===== src/hdl/cptc_pkg.sv =====
// shared constants and register index codes for the pendulum torque controller
`default_nettype none
package cptc_pkg;

  localparam int unsigned NUM_CFG = 7;

  typedef enum logic [2:0] {
    CFG_RADIUS    = 3'd0,
    CFG_TILT_GAIN = 3'd1,
    CFG_TILT_LIM  = 3'd2,
    CFG_KP        = 3'd3,
    CFG_KD        = 3'd4,
    CFG_STALL     = 3'd5,
    CFG_NLS       = 3'd6
  } cfg_idx_e;

  localparam int unsigned CFG_RESET [NUM_CFG] = '{410, 2048, 2048, 4096, 410, 2048, 122880};

endpackage
`default_nettype wire


===== src/hdl/cptc_cfg_regs.sv =====
// configuration register file with write channel and validity check
`default_nettype none
module cptc_cfg_regs #(
  parameter int unsigned CW = 23
) (
  input  wire logic          clk_i,
  input  wire logic          rst_ni,
  input  wire logic          cfg_valid_i,
  output logic               cfg_ready_o,
  input  wire logic [2:0]    cfg_addr_i,
  input  wire logic [CW-1:0] cfg_data_i,
  output logic [CW-1:0]      cfg_o [cptc_pkg::NUM_CFG],
  output logic               ok_o
);
  import cptc_pkg::*;

  logic [CW-1:0] cfg_q [NUM_CFG];

  assign cfg_ready_o = 1'b1;

  always_ff @(posedge clk_i or negedge rst_ni) begin
    if (!rst_ni) begin
      for (int i = 0; i < NUM_CFG; i++) cfg_q[i] <= CW'(CFG_RESET[i]);
    end else if (cfg_valid_i && (32'(cfg_addr_i) < NUM_CFG)) begin
      cfg_q[cfg_addr_i] <= cfg_data_i;
    end
  end

  assign cfg_o = cfg_q;

  // derivative gain may be zero, everything else must be set
  assign ok_o = (cfg_q[CFG_RADIUS] != '0) && (cfg_q[CFG_TILT_GAIN] != '0) &&
                (cfg_q[CFG_TILT_LIM] != '0) && (cfg_q[CFG_KP] != '0) &&
                (cfg_q[CFG_STALL] != '0) && (cfg_q[CFG_NLS] != '0);

endmodule
`default_nettype wire


===== config.mk =====
export PLATFORM = sky130hd
export DESIGN_NAME = cptc_cfg_regs
export DESIGN_NICKNAME = d
export VERILOG_FILES = /design/src/hdl/cptc_pkg.sv /design/src/hdl/cptc_cfg_regs.sv
export SDC_FILE = /design/constraint.sdc
export NUM_CORES = 1
export LEC_CHECK = 0
export BUFFER_PORTS_ARGS = -buffer_cell sky130_fd_sc_hd__clkbuf_2
export CAP_MARGIN = 20
export CORE_ASPECT_RATIO = 1.75
export CORE_UTILIZATION = 39
export DETAILED_ROUTE_END_ITERATION = 8
export GPL_TIMING_DRIVEN = 0
export HOLD_SLACK_MARGIN = 0.02
export PLACE_DENSITY = 0.68
export SYNTH_ARGS = -nofsm -noshare
export SYNTH_HDL_FRONTEND = slang
export SYNTH_SLANG_ARGS = --single-unit

===== constraint.sdc =====
create_clock -name clk_i -period 1.91 [get_ports clk_i]
set_clock_uncertainty 0.2 [all_clocks]
set_input_delay 0.382 -clock clk_i [delete_from_list [all_inputs] [get_ports clk_i]]
set_output_delay 0.382 -clock clk_i [all_outputs]
set_load 0.05 [all_outputs]

# Word-level counts from Yosys, hierarchy flattened
# Cells that the tools add are included.
word_totals:
  regBits: 161
  elab_cells: 27
  output_inout_bits: 163
  inputBits: 29
classes:
  n_reduce_logical: 13
  bitwise_logic: 1
  order_cmp: 3
  muxes: 3
ops:
  columns: ["operator", "count"]
  rows:
  - ["$bwmux W161", 1]
  - ["$reduce_bool A23 Y1", 6]
  - ["$demux W23 S3", 1]
  - ["$mux W23", 1]
  - ["$logic_and A1 B1 Y1", 7]
  - ["$ge A4 B4 Y1 const B", 1]
  - ["$lt A4 B1 Y1 const B", 1]
  - ["$not A3 Y4", 1]
  - ["$lt A3 B3 Y1 const B", 1]

# Logic depth before layout (Yosys ltp)
logic_depth:
  depth_word: 6
  mapped_depth: 4
  mapped_depth_nobuf: 4

# Worst setup path after synthesis
# Ideal clock, no wire load.
synth_path:
  path_kind: "reg2out"
  startpoint: "register cfg_q, in the netlist cfg_o[14]"
  endpoint: "output ok_o"
  arrival_time_ns: 2.043
  path_buffers: 0
  slack_ns: -0.715
  path_stages_with_launch: 5
  required_ns: 1.328
  cell_sequence: "dfstp_2 > nor4_1 > nand4_1 > o22ai_1 > nor3_1"
synth_between:
  elab_chain_len: 2
synth_rtl:
  columns: ["item", "line_no", "source"]
  rows:
  - ["start, declared", "cptc_cfg_regs.sv:17", "logic [CW-1:0] cfg_q [NUM_CFG];"]
  - ["start signal, assigned by index", "cptc_cfg_regs.sv:25", "cfg_q[cfg_addr_i] <= cfg_data_i;"]
  - ["$reduce_bool A23 Y1", "cptc_cfg_regs.sv:34", "(cfg_q[CFG_STALL] != '0) && (cfg_q[CFG_NLS] != '0);"]
  - ["$logic_and A1 B1 Y1", "cptc_cfg_regs.sv:34", null]
  - ["end, declared", "cptc_cfg_regs.sv:13", "output logic ok_o"]
# Every way passes these cells.

# Worst setup path in the final report
layout_path:
  startpoint: "register cfg_q, in the netlist cfg_o[18]"
  endpoint: "output ok_o"
# The elaborated chain is that of the path after synthesis.

==> results.cfg <==
[power_and_ir_drop]
power_per_cell_area_nw_per_um2 = 1549
peakVddDrop_uv = 638.7
leakagePower_nw = 3.820

[synth]
syn_area_um2 = 6339
synth_common_cells = mux2_2, dfrtp_1, nor4_1, dfstp_2, buf_2
postSynthAreaPerCell_um2 = 15.89
yosysMostFrequentCell = mux2_2
yosys_most_used_dff = dfrtp_1
synth.ff_latch_count = 161
synth.yosys.seq_area_share = 0.6392
synth_warnings = 0
async_reset_ff_frac = 1.000
synth-edff-count = 0
yosysTopAreaCellShare = 0.5645
synth_area_leaders = dfrtp_1, mux2_2, dfstp_2
synth.largest_area_cell = dfrtp_1
syn-instance-count = 399
yosysUniqueCellTypes = 16
syn_nets = 428

[clock_tree]
clkSinkCount = 161
clkLatencyLatePin_ns = 0.40
h-tree-depth = 4
clockRootBuffer = clkbuf_16
numCtsBuffers = 17
clkTransAtPathRegs_ns = 0.07
cts_tree = built
cts_buffer_depth = 2

[floorplanning]
core_area_um2 = 15880
die_area_um2 = 16790
die_w_um = 98.37
start_util = 0.3993
die_y_um = 170.7
boundaryPins = 192
rows = 61

[grt]
grt-ovfl-total = 0
grt_pass1_wl_um = 26620
grt_max_degree = 95
antenna_found_initial = 0
grt_pass1_vias = 4532
track_usage = 0.2162

[setup_path]
cp.required_ns = 1.33
criticalPathCategory = reg -> out
reg2reg_setup_slack_ns = 0.76
critPathCaptureType = primary output
r2r_start = cfg_o[114]
reg2reg_depth = 2
r2r_end = cfg_o[114]
cp_data_arrival_time_ns = 1.87
critPathMaxFanout = 3
cp-start-kind = register

[layout]
area_growth_pct = 31.43
largest_reg_flops = 161
finish.utilization = 0.5247
antennaDiodeCount = 0
fin_area_um2 = 8330
fin_nets = 645
drive_gt1_frac = 0.7027

[min_path]
hold_path_class = in -> reg
hold_end = cfg_o[116]
min_from = cfg_data_i[1]
worstHoldPathCells = 2

[detailed_routing]
via_count = 4331
drc_errors = 12
dr.pass1.iters = 9
dr.first_iter.drc_count = 115
wl_per_cell_um = 21.52
ant_nets = 0
via_per_inst = 5.295
finalWirelength_um = 17610

[timing]
fin_crit_sh = 1.285
finalSetupViolCount = 1
tightest_slew_ns = 0.5556
slew_violations = 0
timing.slew.headroom = 0.6280
fin_ws_ns = -0.5443
grt_setup_unrepaired = true
min_period_ns = 2.454
max_clock_freq_mhz = 407.4
hold_viol = 0

[job]
cap_violations = 0

[outcome]
violations = DRC, setup timing
run_status = finished with violations

[place]
place_ws_ns = -0.4680
dp_hpwl_um = 13370
io_buffers = 190
place_area_um2 = 7601
gp_congestion = 0.7990
-- worst max-delay path, stage by stage (launching register included) --
cell,delay [ns]
dfrtp_1,0.43
nor4_2,0.30
nand4_1,0.20
o22ai_2,0.30
nor3_4,0.07
buf_8,0.15
-- worst max path at each step --
stage	start	cells after the start	end
2_1_floorplan	cfg_o[15]	4	ok_o
3_3_place_gp	rst_ni	1	cfg_o[70]
3_5_place_dp	cfg_o[93]	5	ok_o
4_1_cts	cfg_o[22]	5	ok_o
5_1_grt	cfg_o[93]	5	ok_o
6_report	cfg_o[18]	5	ok_o
-- stage by stage --
stage	power, mW	hold slack [ns]	instances	TNS [ns]
6_report	12.91	0.1419	818	-0.5443
2_1_floorplan	8.263	-0.1136	399	-0.1040
5_1_grt	13.41	0.1442	818	-0.6844
3_3_place_gp	9.449	0.2900	778	-361.39
4_1_cts	13.01	0.1368	817	-0.5816
3_5_place_dp	9.578	0.2122	779	-15.32
-- report_power, final --
| part | internal (mW) | leakage (nW) | switching, mW |
|---|---|---|---|
| Sequential | 4.23 | 1.90 | 0.671 |
| Combinational | 1.18 | 1.64 | 3.49 |
| Clock | 1.87 | 0.278 | 1.45 |
| Total | 7.29 | 3.82 | 5.62 |
-- cell families (layout without fill, tap and decap cells) --
kind of cell	after synthesis	count (layout)	share of synthesized area
other	1	1	0.0005916
buffers and inverters	15	245	0.01382
muxes	161	161	0.2860
and+or+nand+nor	58	58	0.05744
AOI/OAI and AO/OA	3	3	0.002961
DFF	161	161	0.6392
-- final cells by class --
| cell class | instances | area, um^2 |
|---|---|---|
| Sequential cell | 161 | 4056 |
| Fill cell | 1427 | 7545 |
| Buffer | 15 | 87.58 |
| Tap cell | 189 | 236.5 |
| Timing Repair Buffer | 198 | 1052 |
| Clock inverter | 14 | 150.1 |
| Multi-Input combinational cell | 223 | 2308 |
| Clock buffer | 18 | 439.2 |
-- placed cells by master, fill, tap and decap left out, drive strengths merged --
master         n
buf           23
bufinv         1
clkbuf       207
clkinv         6
clkinvlp       3
conb           1
dfrtp        143
dfstp         18
dlygate4sd3    1
inv            4
mux2         161
nand2          7
nand2b         1
nand4          6
nand4b         3
nor3           9
nor3b          2
nor4          30
o22ai          3
-- metal layers --
layer  routed length (um)  track usage  up-vias
li1                     -            -     1923
met2                10070       0.4121      118
met4                  392      0.08177        0
met3                  750      0.04575       27
met1                 6391       0.2310     2263
met5                    0            0        -
-- timing repair --
item                       4_1_cts  5_1_grt
hold buffers                     1        0
buffers inserted                 5        1
gates resized for setup         13        1
setup endpoints to repair        1        1
pin swaps                       11        3
hold endpoints to repair        59        0
Note: power is estimated with default switching activity, not from simulation.
