### config.mk
export PLATFORM = sky130hd
export DESIGN_NAME = cptc_div_pipe
export DESIGN_NICKNAME = d
export VERILOG_FILES = /design/src/hdl/cptc_div_pipe.sv
export SDC_FILE = /design/constraint.sdc
export NUM_CORES = 2
export LEC_CHECK = 0
export ABC_AREA = 0
export BUFFER_PORTS_ARGS = -buffer_cell sky130_fd_sc_hd__buf_4
export CORE_MARGIN = 3
export CORE_UTILIZATION = 60
export DETAILED_ROUTE_END_ITERATION = 8
export PLACE_DENSITY = 0.88
export RECOVER_POWER = 25
export SYNTH_ARGS = -nofsm -noshare
export SYNTH_HDL_FRONTEND = slang
export SYNTH_SLANG_ARGS = --single-unit
### constraint.sdc
create_clock -name clk_i -period 4.7 [get_ports clk_i]
set_clock_uncertainty 0.1 [all_clocks]
set_input_delay 0.94 -clock clk_i [delete_from_list [all_inputs] [get_ports clk_i]]
set_output_delay 0.94 -clock clk_i [all_outputs]
set_load 0.01 [all_outputs]
### src/hdl/cptc_div_pipe.sv
// pipelined restoring divider, one quotient bit per stage, payload rides along
`default_nettype none
module cptc_div_pipe #(
  parameter int unsigned DW = 23,
  parameter int unsigned QW = 12,
  parameter int unsigned PW = 144
) (
  input  wire logic          clk_i,
  input  wire logic          rst_ni,
  input  wire logic          en_i,
  input  wire logic          vld_i,
  input  wire logic [DW-1:0] rem_i,
  input  wire logic [DW-1:0] div_i,
  input  wire logic          big_i,
  input  wire logic [PW-1:0] pay_i,
  output logic               vld_o,
  output logic [QW-1:0]      quo_o,
  output logic               big_o,
  output logic [PW-1:0]      pay_o
);

  logic [DW-1:0] rem_q [QW];
  logic [DW-1:0] rem_d [QW];
  logic [QW-1:0] quo_q [QW];
  logic [QW-1:0] quo_d [QW];
  logic [PW-1:0] pay_q [QW];
  logic [QW-1:0] vld_q;
  logic [QW-1:0] big_q;

  for (genvar k = 0; k < QW; k++) begin : g_stage
    logic [DW-1:0] src_rem;
    logic [QW-1:0] src_quo;
    logic [DW:0]   dbl;
    logic [DW:0]   trial;
    logic          ge;
    assign src_rem = (k == 0) ? rem_i : rem_q[(k == 0) ? 0 : k-1];
    assign src_quo = (k == 0) ? '0 : quo_q[(k == 0) ? 0 : k-1];
    assign dbl     = {src_rem, 1'b0};
    assign ge      = dbl >= {1'b0, div_i};
    assign trial   = dbl - {1'b0, div_i};
    assign rem_d[k] = ge ? trial[DW-1:0] : dbl[DW-1:0];
    assign quo_d[k] = {src_quo[QW-2:0], ge};
  end

  always_ff @(posedge clk_i or negedge rst_ni) begin
    if (!rst_ni) begin
      vld_q <= '0;
    end else if (en_i) begin
      vld_q <= {vld_q[QW-2:0], vld_i};
    end
  end

  always_ff @(posedge clk_i) begin
    if (en_i) begin
      rem_q <= rem_d;
      quo_q <= quo_d;
      big_q <= {big_q[QW-2:0], big_i};
      pay_q[0] <= pay_i;
      for (int k = 1; k < QW; k++) pay_q[k] <= pay_q[k-1];
    end
  end

  assign vld_o = vld_q[QW-1];
  assign quo_o = quo_q[QW-1];
  assign big_o = big_q[QW-1];
  assign pay_o = pay_q[QW-1];

endmodule
`default_nettype wire

======== Yosys cells after proc, flatten, opt, wreduce, memory -nomap -nowiden ========
Memory sizes are Yosys's and may differ from the RTL's.
Index checks and enable logic that the tools add are counted.
storage, ports and cells
  bits in writable memories ............... 1728
  flip-flop bits (word level) ............. 355
  logic and storage cells ................. 73
  bits of input ports ..................... 195
  memories kept ........................... 1
cells by class
  $add $sub $neg .......................... 11
  mux-type cells .......................... 13
  order comparisons ....................... 12
memories
  name   depth  width  rd ports  clocked after Yosys merged registers in  write ports  RTL line  source
  pay_q  12     144    12        0                                        12           26        logic [PW-1:0] pay_q [QW];
operators by type and width
  operator                                                        number
  24-bit by 23-bit greater-or-equal comparator with 1-bit output  12
  23-bit 2-to-1 mux                                               11
  23-bit subtractor                                               11
  1-bit 2-to-1 mux                                                2

======== Longest topological paths before layout ========
  depth in word-level cells ............... 2
  depth in mapped cells ................... 14
  mapped depth without buffers ............ 12

======== Worst setup path before layout ========
Ideal clock, no wire load.
  path type ............................... input to register
  start point ............................. input port div_i[0]
  end point ............................... register rem_q, in the netlist g_stage[4].src_rem[10] (data pin)
  setup time .............................. 260 ps
  required time ........................... 4340 ps
  cell stages on the path ................. 13
  arrival ................................. 4920 ps
  setup slack ............................. -580 ps
  cells stage by stage .................... clkbuf_1 -> clkinv_1 -> fa_1 -> a211o_1 -> a21oi_2 -> o21ai_2 -> a211oi_4 -> o21ai_2 -> o21ai_2 -> a21oi_2 -> a2111oi_4 -> buf_6 -> mux2_4
RTL lines
  element               RTL line  source
  start, declared       13        input wire logic [DW-1:0] div_i,
  end signal, assigned  55        rem_q <= rem_d;
  end, declared         22        logic [DW-1:0] rem_q [QW];

==> impl_metrics.toml <==
[critical_path]
cp_cell_sequence = "buf_4 > inv_1 > ha_1 > a21o_1 > a221oi_2 > a22oi_1 > a41oi_2 > o21ai_1 > a31o_2 > a31oi_1 > o21ai_2 > buf_4 > mux2_2"
timing.reg2reg.setup_slack_ns = 1.12
worst_path_most_repeated_cell = "buf_4"
critical_path.max_stage_delay_ns = 0.39
crit_arrival_ns = 4.16
cp.required_ns = 5.12
endpoint_kind = "register"
timing.critical_path.slowest_stage_cell = "ha_1"
cp_top_family = "compound AO/OA/AOI/OAI gates"
crit_type = "in2reg"
timing.critical_path.fanout_max = 15
crit_path_launch_type = "primary input"
path_buf_inv = 3

[yosys]
synthFlopType = "edfxtp_1"
yosys_register_bits = 2083
synth_largest_area_cell = "edfxtp_1"
syn-cell-area_um2 = 78400
synth_top_cells_by_area = "edfxtp_1 (79%), ha_1 (4.4%), mux2_2 (2.8%), xnor2_1 (1.4%), a21oi_1 (1.3%)"
ys_async_sr_fraction_pct = 0.576
synthMostInstantiatedCell = "edfxtp_1"
synth-seq-area-share_pct = 79.7
count_of_flip_flops_with_a_built_in_enable_after_synthesis = 2071
synth.cells.most_frequent = "edfxtp_1 (2071), ha_1 (275), a21oi_1 (210), mux2_2 (193), nand2_1 (153)"
synth_top_cell_area_share_pct = 79.4
yosysWarnings = 0
per_instance_average_area_after_synthesis_um2 = 18.7
postSynthCellCount = 4193
library_cells_used_by_synthesis = 84
synth_nets = 4674

[floorplanning]
die_width_um = 367
initial_core_util_pct = 60.9
die_height_um = 367
cell_rows = 131
design.portCount = 353
die_footprint_um2 = 135000
core_region_area_um2 = 129000

[clock_tree]
tritoncts = "built"
cts-buffers-inserted = 193
clkLatencyLatePin_ns = 0.80
ctsHtreeMaxLevel = 4
clock_tree.buffer_depth = 3
ctsRootBufferMaster = "clkbuf_16"
clk_sinks = 2083
clk_pin_slew_ns = 0.07
cts.repair_timing.setup_buffer_count = 0

[global_routing]
wire_length_of_the_first_global_routing_pass_um = 227000
grt_use_total_pct = 22.0
grt_overflow_total = 0
maximum_number_of_pins_on_one_net_before_global_route_repair = 124
grt_pass1_vias = 38715
number_of_antenna_violations_at_the_first_check_in_global_routing = 8

[route]
post-route-drc-count = 0
first_pass_iters = 5
final_antenna_net_count = 0
drt-vias-per-instance = 5.74
first_iter_violations = 3254
num_vias = 38294
wirelength_um = 148000
drt-wirelength-per-cell_um = 22.2

[timing]
max_slew.worst_pin.slew_ns = 0.929
setup_violations = 0
final_period_minus_worst_setup_slack_ns = 3.74
timing.max_slew.rel_slack_pct = 38.1
hold_violations = 0
hold_ws_ns = 0.242
timing.setup.tns_ns = 0
grt_setup_unrepaired = "no"
max_freq_mhz = 268
timing.final.crit_share_pct = 79.5
timing.final.ws_setup_ns = 0.964
timing_max_transition_violations_final = 0

[hold_path]
timing.hold.worst.class = "in2reg"

[placement]
postPlaceCellArea_um2 = 84100
place_ws_ns = 0.250
dp.final_hpwl_um = 90200
placed_cells_incl_taps = 6321
numPortBuffers = 352
gpl.final_weighted_congestion = 0.901

[final_layout]
post_layout_cell_count = 6675
drive_gt1_share_pct = 19.0
final_nets = 5269
post-route-cell-area_um2 = 90300
areaGrowthSynthToFinish_pct = 15.3

[power]
power.static_leakage_nw = 32.8
vdd.ir_drop.worst_uv = 425
power_density_nw_per_um2 = 571

[run_status]
outcome = "finished clean"

[run]
maxCapViolCount = 0
[power breakdown]
| group | leakage [nW] | internal (mW) | switching [mW] |
|---|---|---|---|
| combinational | 9.27 | 5.41 | 6.17 |
| sequential | 20.4 | 23.3 | 1.10 |
| clock | 3.11 | 8.82 | 6.78 |
[metrics by stage]
stage	util (%)	total power, mW
2_1_floorplan	-	32.7
3_3_place_gp	65.4	35.5
3_5_place_dp	65.4	36.1
4_1_cts	70.3	51.9
5_1_grt	70.2	54.0
6_report	70.2	51.6
[logic make-up after synthesis]
kind of cell / count (synthesis) / share of synthesized area, %
xor+xnor: 204 / 2.28
compound gates: 727 / 6.08
simple gates: 546 / 3.41
mux: 211 / 3.07
buf+inv: 136 / 0.744
flops: 2083 / 79.7
fa+ha+maj: 286 / 4.67
[path summary, 6_finish.rpt]
check,startpoint,endpoint,depth (start not counted)
max in group asynchronous,rst_ni,vld_q[3],2
hold / removal,pay_i[121],pay_q[0][121],1
setup reg to reg,g_stage[10].src_rem[0],g_stage[11].src_rem[12],11
setup / recovery,div_i[4],g_stage[11].src_rem[12],13
min in group asynchronous,rst_ni,vld_q[6],2
hold reg to reg,pay_q[3][140],pay_q[4][140],0
[layout make-up]
type,instances,area (um2)
flip-flops and latches,2083,62500
fillers,7785,38300
multi-input cells,1974,15300
clock buffers,228,5030
repair buffers,465,3690
well taps,1729,2160
clock inverters,122,1350
inverters,71,272
diodes,3,7.51
[layer usage]
metal / part of all wire (%) / vias to the layer above / track usage (%)
met5: 0.026 / - / 0
met4: 3.6 / 6 / 8.09
met3: 5.6 / 333 / 4.11
met2: 50 / 1284 / 37.0
met1: 41 / 18952 / 28.9
li1: - / 17719 / -
[layout by cell type, fill, tap and decap left out, drive strengths merged, types with 30 or more instances in the layout]
master	instances
clkbuf	373
o21a	40
a21o	116
mux2	207
edfxtp	2071
ha	275
nor2b	33
o21bai	31
a211oi	33
nand2b	31
nand4	34
xnor2	122
nor3	30
buf	319
clkinv	89
nor2	139
nand3	38
xor2	82
nand2	153
o21ai	154
inv	79
a21oi	213
[sequential cells by signal, indices dropped and copies added, names as in the netlist]
signal	count
g_stage.src_quo	66
g_stage.src_rem	253
pay_q	1728
big_q	12
quo_o	12
vld_q	12
[repair_timing]
action	4_1_cts	5_1_grt
resized for setup	0	0
hold buffers	1	0
endpoints found under the hold margin	12	0
No activity file was read; power rests on OpenSTA's default activity.
